--- src/rass_pkg.sv ---
`default_nettype none

package rass_pkg;

    localparam int CFG_IDX_W = 3;

    localparam logic [31:0] FILL_WORD    = 32'hA5A5A5A5;
    localparam logic [15:0] BLX_MASK     = 16'hFF87;
    localparam logic [15:0] BLX_MATCH    = 16'h4780;
    localparam logic [15:0] BL_HI_MASK   = 16'hF800;
    localparam logic [15:0] BL_HI_MATCH  = 16'hF000;
    localparam logic [15:0] BL_LO_MASK   = 16'hD000;
    localparam logic [15:0] BL_LO_MATCH  = 16'hD000;
    localparam logic [31:0] REGION_MASK  = 32'hF0000000;
    localparam logic [31:0] PAIR_SPAN    = 32'd7;
    localparam logic [31:0] MIN_CODE_GAP = 32'd4;

    localparam logic [31:0] CODE_BASE_RST  = 32'h08000000;
    localparam logic [31:0] CODE_END_RST   = 32'h08010000;
    localparam logic [31:0] SRAM_BASE_RST  = 32'h20000000;
    localparam logic [31:0] SRAM_END_RST   = 32'h20030000;
    localparam logic [31:0] CCM_BASE_RST   = 32'h10000000;
    localparam logic [31:0] CCM_LAST_RST   = 32'h1000FFFF;

    typedef enum logic [CFG_IDX_W-1:0] {
        REG_CODE_BASE  = 3'd0,
        REG_CODE_END   = 3'd1,
        REG_SRAM_BASE  = 3'd2,
        REG_SRAM_END   = 3'd3,
        REG_CCM_BASE   = 3'd4,
        REG_CCM_LAST   = 3'd5
    } reg_idx_t;

    typedef enum logic [1:0] {
        OP_START = 2'd0,
        OP_PC    = 2'd1,
        OP_LR    = 2'd2,
        OP_WORD  = 2'd3
    } op_t;

    typedef enum logic [2:0] {
        STOP_RUN   = 3'd0,
        STOP_FULL  = 3'd1,
        STOP_RAM   = 3'd2,
        STOP_FILL  = 3'd3,
        STOP_LIMIT = 3'd4
    } stop_t;

    typedef struct packed {
        op_t         op;
        logic [31:0] cand_value;
        logic [31:0] word_addr;
        logic [31:0] next_word;
        logic [15:0] half_minus_two;
        logic [15:0] half_minus_four;
    } cmd_t;

    typedef struct packed {
        logic        added;
        logic [3:0]  entry_index;
        logic [31:0] entry_value;
        logic [4:0]  entry_count;
        stop_t       stop_cause;
    } res_t;

    typedef struct packed {
        logic [31:0] code_base;
        logic [31:0] code_end;
        logic [31:0] sram_base;
        logic [31:0] sram_end;
        logic [31:0] ccm_base;
        logic [31:0] ccm_last;
    } cfg_t;

    typedef struct packed {
        logic pc_code;
        logic ret_ok;
        logic pair_ram;
        logic fill_pair;
    } chk_t;

endpackage

`default_nettype wire

--- src/return_address_stack_scanner.sv ---
// Return-address stack scanner.
// cmd channel (cmd_valid/cmd_stall/cmd) takes one item per cycle unless stalled:
// a start command, the fault PC, the fault LR or one stack word with its address,
// the next word and the two code halfwords below the address it holds. res channel
// (res_valid/res_stall/res) returns exactly one result per item, in order,
// telling whether an entry was appended, where, and the list and stop status.
// An item goes from the input register to the result register; throughput is
// one item per cycle while res_stall is low, set by the single pass through
// the address checks and the last-entry compare into the result register.
// Only the last appended entry is held; earlier entries leave on res.
// cfg channel (cfg_valid/cfg_ready/cfg_index/cfg_data) writes the six address
// bounds; cfg_ready is always high and indexes beyond the list are ignored.
// Write configuration only while no item is in flight.
// Reset clears the list, the scan count and the stop status, and loads the
// default bounds. While res_stall is high the result holds; one further item
// is absorbed by the input register, then cmd_stall rises.
`default_nettype none

module return_address_stack_scanner
    import rass_pkg::*;
#(
    parameter int LIST_DEPTH = 16,
    parameter int SCAN_LIMIT = 1024
)
(
    input  wire logic                 clk,
    input  wire logic                 rst_n,
    input  wire logic                 cmd_valid,
    output logic                      cmd_stall,
    input  wire cmd_t                 cmd,
    output logic                      res_valid,
    input  wire logic                 res_stall,
    output res_t                      res,
    input  wire logic                 cfg_valid,
    output logic                      cfg_ready,
    input  wire logic [CFG_IDX_W-1:0] cfg_index,
    input  wire logic [31:0]          cfg_data
);

    localparam int CNT_W = $clog2(LIST_DEPTH + 1);
    localparam int WS_W  = $clog2(SCAN_LIMIT + 1);
    localparam logic [CNT_W-1:0] DEPTH_C = CNT_W'(LIST_DEPTH);
    localparam logic [WS_W-1:0]  LIMIT_C = WS_W'(SCAN_LIMIT);

    cfg_t cfg;
    chk_t chk;

    logic             s1_valid_reg;
    cmd_t             s1_reg;
    logic             res_valid_reg;
    res_t             res_reg;
    res_t             res_next;
    logic [CNT_W-1:0] count_reg, count_next;
    logic [WS_W-1:0]  ws_reg, ws_next;
    stop_t            stop_reg, stop_next;
    logic [31:0]      last_reg, last_next;

    logic             advance;
    logic             accept;
    logic             want_app;
    logic [31:0]      app_val;

    assign cfg_ready = 1'b1;

    rass_cfg u_cfg (
        .clk      (clk),
        .rst_n    (rst_n),
        .wr_en    (cfg_valid),
        .wr_index (cfg_index),
        .wr_data  (cfg_data),
        .cfg      (cfg)
    );

    rass_check u_check (
        .cfg  (cfg),
        .item (s1_reg),
        .chk  (chk)
    );

    assign advance   = s1_valid_reg && (!res_valid_reg || !res_stall);
    assign cmd_stall = s1_valid_reg && !advance;
    assign accept    = cmd_valid && !cmd_stall;

    always_comb
    begin
        count_next = count_reg;
        ws_next    = ws_reg;
        stop_next  = stop_reg;
        last_next  = last_reg;
        want_app   = 1'b0;
        app_val    = s1_reg.cand_value;
        res_next   = '0;

        case (s1_reg.op)
            OP_START:
            begin
                count_next = '0;
                ws_next    = '0;
                stop_next  = STOP_RUN;
            end
            OP_PC:
            begin
                if (stop_reg == STOP_RUN && chk.pc_code)
                begin
                    want_app = 1'b1;
                    app_val  = {s1_reg.cand_value[31:1], 1'b1};
                end
            end
            OP_LR:
            begin
                if (stop_reg == STOP_RUN && chk.ret_ok)
                    want_app = 1'b1;
            end
            OP_WORD:
            begin
                if (stop_reg == STOP_RUN)
                begin
                    if (ws_reg >= LIMIT_C)
                        stop_next = STOP_LIMIT;
                    else if (count_reg >= DEPTH_C)
                        stop_next = STOP_FULL;
                    else if (!chk.pair_ram)
                        stop_next = STOP_RAM;
                    else if (chk.fill_pair)
                        stop_next = STOP_FILL;
                    else
                    begin
                        ws_next  = ws_reg + 1'b1;
                        want_app = chk.ret_ok;
                    end
                end
            end
            default: ;
        endcase

        if (want_app && count_reg < DEPTH_C &&
            !(count_reg != '0 && last_reg == app_val))
        begin
            res_next.added       = 1'b1;
            res_next.entry_index = 4'(count_reg);
            res_next.entry_value = app_val;
            last_next            = app_val;
            count_next           = count_reg + 1'b1;
        end

        res_next.entry_count = 5'(count_next);
        res_next.stop_cause  = stop_next;
    end

    always_ff @(posedge clk or negedge rst_n)
    begin
        if (!rst_n)
        begin
            s1_valid_reg  <= 1'b0;
            res_valid_reg <= 1'b0;
            count_reg     <= '0;
            ws_reg        <= '0;
            stop_reg      <= STOP_RUN;
        end
        else
        begin
            if (accept)
                s1_valid_reg <= 1'b1;
            else if (advance)
                s1_valid_reg <= 1'b0;

            if (advance)
                res_valid_reg <= 1'b1;
            else if (!res_stall)
                res_valid_reg <= 1'b0;

            if (advance)
            begin
                count_reg <= count_next;
                ws_reg    <= ws_next;
                stop_reg  <= stop_next;
            end
        end
    end

    always_ff @(posedge clk)
    begin
        if (accept)
            s1_reg <= cmd;
        if (advance)
        begin
            res_reg  <= res_next;
            last_reg <= last_next;
        end
    end

    assign res_valid = res_valid_reg;
    assign res       = res_reg;

endmodule

`default_nettype wire

--- src/rass_cfg.sv ---
`default_nettype none

module rass_cfg
    import rass_pkg::*;
(
    input  wire logic                 clk,
    input  wire logic                 rst_n,
    input  wire logic                 wr_en,
    input  wire logic [CFG_IDX_W-1:0] wr_index,
    input  wire logic [31:0]          wr_data,
    output cfg_t                      cfg
);

    cfg_t cfg_reg;

    always_ff @(posedge clk or negedge rst_n)
    begin
        if (!rst_n)
        begin
            cfg_reg.code_base  <= CODE_BASE_RST;
            cfg_reg.code_end   <= CODE_END_RST;
            cfg_reg.sram_base  <= SRAM_BASE_RST;
            cfg_reg.sram_end   <= SRAM_END_RST;
            cfg_reg.ccm_base   <= CCM_BASE_RST;
            cfg_reg.ccm_last   <= CCM_LAST_RST;
        end
        else if (wr_en)
        begin
            case (wr_index)
                REG_CODE_BASE:  cfg_reg.code_base  <= wr_data;
                REG_CODE_END:   cfg_reg.code_end   <= wr_data;
                REG_SRAM_BASE:  cfg_reg.sram_base  <= wr_data;
                REG_SRAM_END:   cfg_reg.sram_end   <= wr_data;
                REG_CCM_BASE:   cfg_reg.ccm_base   <= wr_data;
                REG_CCM_LAST:   cfg_reg.ccm_last   <= wr_data;
                default:        ;
            endcase
        end
    end

    assign cfg = cfg_reg;

endmodule

`default_nettype wire

--- src/rass_check.sv ---
`default_nettype none

module rass_check
    import rass_pkg::*;
(
    input  wire cfg_t cfg,
    input  wire cmd_t item,
    output chk_t      chk
);

    logic [31:0] cand_even;
    logic [31:0] pair_last;
    logic        in_code;
    logic        blx_hit;
    logic        bl_hit;

    function automatic logic in_ram(input logic [31:0] a, input cfg_t c);
        in_ram = (a >= c.sram_base && a < c.sram_end) ||
                 (a >= c.ccm_base && a <= c.ccm_last);
    endfunction

    assign cand_even = {item.cand_value[31:1], 1'b0};
    assign pair_last = item.word_addr + PAIR_SPAN;

    assign in_code = (cand_even >= cfg.code_base) && (cand_even < cfg.code_end);
    assign blx_hit = (item.half_minus_two & BLX_MASK) == BLX_MATCH;
    assign bl_hit  = ((item.half_minus_four & BL_HI_MASK) == BL_HI_MATCH) &&
                     ((item.half_minus_two & BL_LO_MASK) == BL_LO_MATCH);

    assign chk.pc_code   = in_code;
    assign chk.ret_ok    = item.cand_value[0] && in_code &&
                           ((cand_even - cfg.code_base) >= MIN_CODE_GAP) &&
                           (blx_hit || bl_hit);
    assign chk.pair_ram  = (item.word_addr[1:0] == 2'b00) &&
                           in_ram(item.word_addr, cfg) && in_ram(pair_last, cfg) &&
                           (((item.word_addr ^ pair_last) & REGION_MASK) == 32'd0);
    assign chk.fill_pair = (item.cand_value == FILL_WORD) && (item.next_word == FILL_WORD);

endmodule

`default_nettype wire
--- config.mk ---
export PLATFORM = sky130hd
export DESIGN_NAME = return_address_stack_scanner
export DESIGN_NICKNAME = d
export VERILOG_FILES = /design/src/rass_pkg.sv /design/src/return_address_stack_scanner.sv /design/src/rass_cfg.sv /design/src/rass_check.sv
export SDC_FILE = /design/constraint.sdc
export NUM_CORES = 1
export LEC_CHECK = 0
export ABC_AREA = 0
export BUFFER_PORTS_ARGS = -buffer_cell sky130_fd_sc_hd__buf_2
export CAP_MARGIN = 20
export CORE_UTILIZATION = 30
export DETAILED_ROUTE_END_ITERATION = 8
export HOLD_SLACK_MARGIN = 0.1
export PLACE_DENSITY = 0.49
export SLEW_MARGIN = 20
export SYNTH_ARGS = -nofsm -noshare
export SYNTH_HDL_FRONTEND = slang
export SYNTH_SLANG_ARGS = --single-unit
--- constraint.sdc ---
create_clock -name clk -period 20 [get_ports clk]
set_input_delay 6 -clock clk [delete_from_list [all_inputs] [get_ports clk]]
set_output_delay 6 -clock clk [all_outputs]
set_load 0.02 [all_outputs]
---- Word-level counts from Yosys, hierarchy flattened ----
Index checks and enable logic that the tools add are counted.
cells by class
  reductions and logical operators ........ 46
  bitwise logic cells ..................... 1
  muxes and demuxes ....................... 29
  eq/ne operators ......................... 20
  add/subtract/negate cells ............... 4
  $lt $le $gt $ge ......................... 14
operators by type and width
  cell                     number
  $ge A32 B32 Y1           5
  $lt A32 B32 Y1           3
  $eq A32 B32 Y1 const B   2
  $le A32 B32 Y1           2
  $mux W11                 5
  $mux W37                 1
  $add A32 B3 Y32 const B  1
  $eq A32 B32 Y1           1
  $ge A32 B3 Y1 const B    1
  $logic_not A32 Y1        1
  $sub A32 B32 Y32         1
  $xor A32 B32 Y32         1
  $pmux W11 S2             1
  $logic_and A1 B1 Y1      21
  $mux W3                  5
  $reduce_and A2 Y1        7
  $mux W1                  13
  $eq A12 B11 Y1 const B   1
  $add A11 B1 Y11 const B  1
  $ge A11 B11 Y1 const B   1
  $mux W5                  2
  $ne A2 B2 Y1 const B     5
  $eq A3 B3 Y1 const B     3
  $reduce_and A7 Y1        1
  17 further kinds         29
storage, ports and cells
  output and inout bits ................... 48
  bits in registers ....................... 420
  input port bits ......................... 170
  word-level logic and storage cells ...... 137

---- Longest topological paths before layout ----
  depth after elaboration ................. 14
  depth in mapped cells ................... 21
  depth with buffers taken out ............ 20

---- Modules after synthesis ----
A second synthesis with hierarchy kept.
second synthesis, totals
  cells, all modules ...................... 2,106
  area, all modules ....................... 24,895.1 sq um
by module, submodules not included
  module                        cells each  times used  area an instance (sq um)
  rass_check                    1,248       1           9,320.2
  return_address_stack_scanner  446         1           8,179.1
  rass_cfg                      412         1           7,395.8

---- Worst setup path before layout ----
Ideal clock, no wire load.
  kind .................................... in2out
  start ................................... in res_stall
  end ..................................... out cmd_stall
  stages on the path ...................... 2
  buffers on the path ..................... 0
  slack ................................... 7,751 ps
  arrival ................................. 6,249 ps
  data required time ...................... 14,000 ps
  cells stage by stage .................... nand3_1 -> inv_1
on the way
  longest elaborated chain between the ends .. 5
ends and longest elaborated chain
  element              RTL line                            RTL
  start: declaration   return_address_stack_scanner.sv:32  input wire logic res_stall,
  $logic_not A1 Y1     n/a
  $logic_or A1 B1 Y1   return_address_stack_scanner.sv:80  assign advance = s1_valid_reg && (!res_valid_reg || !res_stall);
  $logic_and A1 B1 Y1  return_address_stack_scanner.sv:80
  $logic_not A1 Y1     return_address_stack_scanner.sv:81  assign cmd_stall = s1_valid_reg && !advance;
  $logic_and A1 B1 Y1  return_address_stack_scanner.sv:81
  end: declaration     return_address_stack_scanner.sv:29  output logic cmd_stall,
No other way between the ends.

---- Worst setup path after layout ----
Same ends and word-level chain as after synthesis.

==> metrics.txt <==
clock sink total=405; Synth Area per Inst=10.5 um2; Slew Limit Fails=0; Post-synth EDFFs=roughly 190; Detailed Route Iter0 Violations=1139; Mapped Cells=between 2000 and 2500; Bufs on Longest Clock Path=3; Layout Nets=3024; Clk pwr share=0.336; CP startpoint kind=input pin; synthesized area=24200 um2; register area share after synthesis=0.460; cell with the most instances after synthesis=ha_1; IO Pins=218; total track usage=0.176; first-pass GRT wire length=111 mm; Reg2Reg Capture Point=last_reg[17]$_DFFE_PP_; RR Startpoint=s1_reg[71]$_DFFE_PP_; dpl cell area=26500 um2; Detailed Place HPWL=54.8 mm; routed vias=about 18000; hold path depth=1; share of Yosys cell area claimed by the top area cell type=0.238; Clk Latency, worst-skew pair=0.61 ns; Worst path slowest cell=buf_2; Routed Antenna Nets=0; final setup TNS=0 ns; Layout Skew=0.0277 ns; Initial Util=0.305; internal power=between 1.5 and 2 mW; outcome=finished, final reports clean; Post-synth ARST share=0.526; Max-Cap Viols=0; Core Region=about 79000 um2; power per cell area=approximately 100 nW/um2; critical path's most frequent cell=buf_2; vias per inst=approximately 5.0; CTS buffer count=48; largest net degree at the start of global routing=between 70 and 80; final worst path period share=0.621; number of global-route vias before repair=18600; max FFs per register=~190; combinational share of power=0.278; Yosys warning total=0; Overflow after GRT=0; Die Height=roughly 290 um; Layout area overhead=16.3%; minimum clock period=12.42 ns; drt drc=0; RD Place Congestion=0.914; number of core rows=between 100 and 150; leakage=12.2 nW; kind of end point of the critical path=output pin; R2R cell count=18; Unique masters post-synth=78; Setup-failing EPs final=0; Yosys reg bits=roughly 400; Max Fanout on Critical Path=3; worst-path cell chain=buf_2 > nand3_1 > inv_1 > buf_2; hold_sp=u_cfg.cfg[68]$_DFFE_PN0P_; Worst Max-Slew Pin Slew=about 1.0 ns; biggest area consumer among synthesized cells=edfxtp_1; minimum setup slack among reg-to-reg paths=roughly 13 ns; sw power=around 900 uW; share of layout cells above drive strength 1=0.159; worst min path class=reg -> reg; relative slew slack=0.306; f_max=0.0805 GHz; Synth area leaders=edfxtp_1, dfrtp_1, ha_1; Filler Cells Inserted=8046; post-cts sizing count=0; clock root cell=clkbuf_16; Post-synth top cells=ha_1, inv_1, nand2_1; signal arrival time at the worst endpoint=6.42 ns; Final Instance Area=28200 um2; CTS Hold Bufs=0; initial antenna violation count=6; slowest stage delay, CP=approximately 0.15 ns; htree depth=2; Routed WL per cell=19.9 um; main flop type after synthesis=edfxtp_1; power share of the sequential group=0.386; worst vdd ir=approximately 0.076 mV; DIE WIDTH=approximately 290 um; syn_nets=2809; setup repair after global routing missed its margin=no; postcts setup bufs=0; clock slew at reported path FFs=roughly 0.060 ns; Final Hold Fails=0; worst path required time=14.00 ns; CTS tree=yes; Die ar.=~80000 um2; Routed Wire Length=a little over 70 mm; Pre-Repair DR Iteration Count=6; Sw Ratio=0.328; Hold Path End=u_cfg.cfg[68]$_DFFE_PN0P_; input/output buffers=roughly 200; WS Path Type=in -> out
[power groups by stage]
stage / Combinational (mW) / Clock (mW) / Sequential, mW
after floorplan: 0.522 / 0 / 1.06
after global placement: 0.735 / 0 / 1.08
after detailed placement: 0.759 / 0 / 1.08
after CTS: 0.766 / 0.953 / 1.06
after global routing: 0.871 / 0.984 / 1.07
final: 0.763 / 0.924 / 1.06
[layout by cell type, fill, tap and decap left out, types with 9 or more instances in the layout]
master	Yosys	final
a211oi_1	20	20
a21o_1	39	39
a21oi_1	144	144
a31oi_1	9	9
and2_1	40	39
and3_1	12	12
and4_1	9	9
buf_2	1	200
buf_4	2	16
clkbuf_1	49	14
clkbuf_16	0	48
dfrtp_1	188	188
dfstp_2	25	25
edfxtp_1	192	192
ha_1	325	325
inv_1	228	227
mux2_2	69	69
nand2_1	228	228
nand2b_1	17	17
nand3_1	50	50
nand4_1	71	71
nor2_1	77	77
nor2b_1	9	9
nor3_1	25	23
nor4_1	18	17
nor4bb_1	10	10
o211ai_1	21	21
o21a_1	21	21
o21ai_0	187	187
or3_1	18	18
xnor2_1	27	27
xor2_1	43	43
[metal layers]
metal / vias up / GRT usage / share of wire
met3: 101 / 0.0262 / 0.036
li1: 8905 / - / -
met4: 0 / 0.0521 / 0.028
met2: 314 / 0.294 / 0.47
met5: - / 0 / 0
met1: 8877 / 0.234 / 0.46
[stage by stage]
stage	instances	power (mW)	hold WS, ns	utilization	worst slack (ns)
after detailed placement	3529	1.84	0.493	0.334	7.59
after CTS	3619	2.78	0.507	0.354	7.58
after floorplan	2314	1.59	0.457	-	7.75
after global placement	3529	1.81	0.479	0.334	7.56
after global routing	3621	2.93	0.516	0.355	7.53
final	3624	2.75	0.505	0.355	7.58
[logic make-up after synthesis]
| logic type | share of synthesized area |
|---|---|
| AO/OA/AOI/OAI | 0.136 |
| XOR/XNOR | 0.0253 |
| adder cells (fa/ha/maj) | 0.168 |
| buffers and inverters | 0.0438 |
| flip-flops | 0.460 |
| multiplexers | 0.0363 |
| other | 0.000155 |
| AND/OR/NAND/NOR | 0.131 |
[how the worst max path moves through the flow]
stage	from	end	slack, ns	depth (start not counted)
2_1_floorplan	res_stall	cmd_stall	7.75	2
3_3_place_gp	res_stall	cmd_stall	7.56	4
3_5_place_dp	res_stall	cmd_stall	7.59	4
4_1_cts	res_stall	cmd_stall	7.58	4
5_1_grt	res_stall	cmd_stall	7.53	4
6_report	res_stall	cmd_stall	7.58	4
[final cells by class]
type,instances,area [um2],share of cell area
multi-input cells,1629,12000,0.428
flip-flops and latches,405,11100,0.395
clock buffers,68,1340,0.0475
well taps,1050,1310,0.0467
repair buffers,217,1130,0.0403
inverters,228,856,0.0304
clock inverters,22,325,0.0116
diodes,5,12.5,0.000444
[worst max-delay path: cells and delay by family]
family        cells  cell delay, ns
simple gates      1            0.11
buf+inv           3            0.30
(Power assumes the default switching activity.)
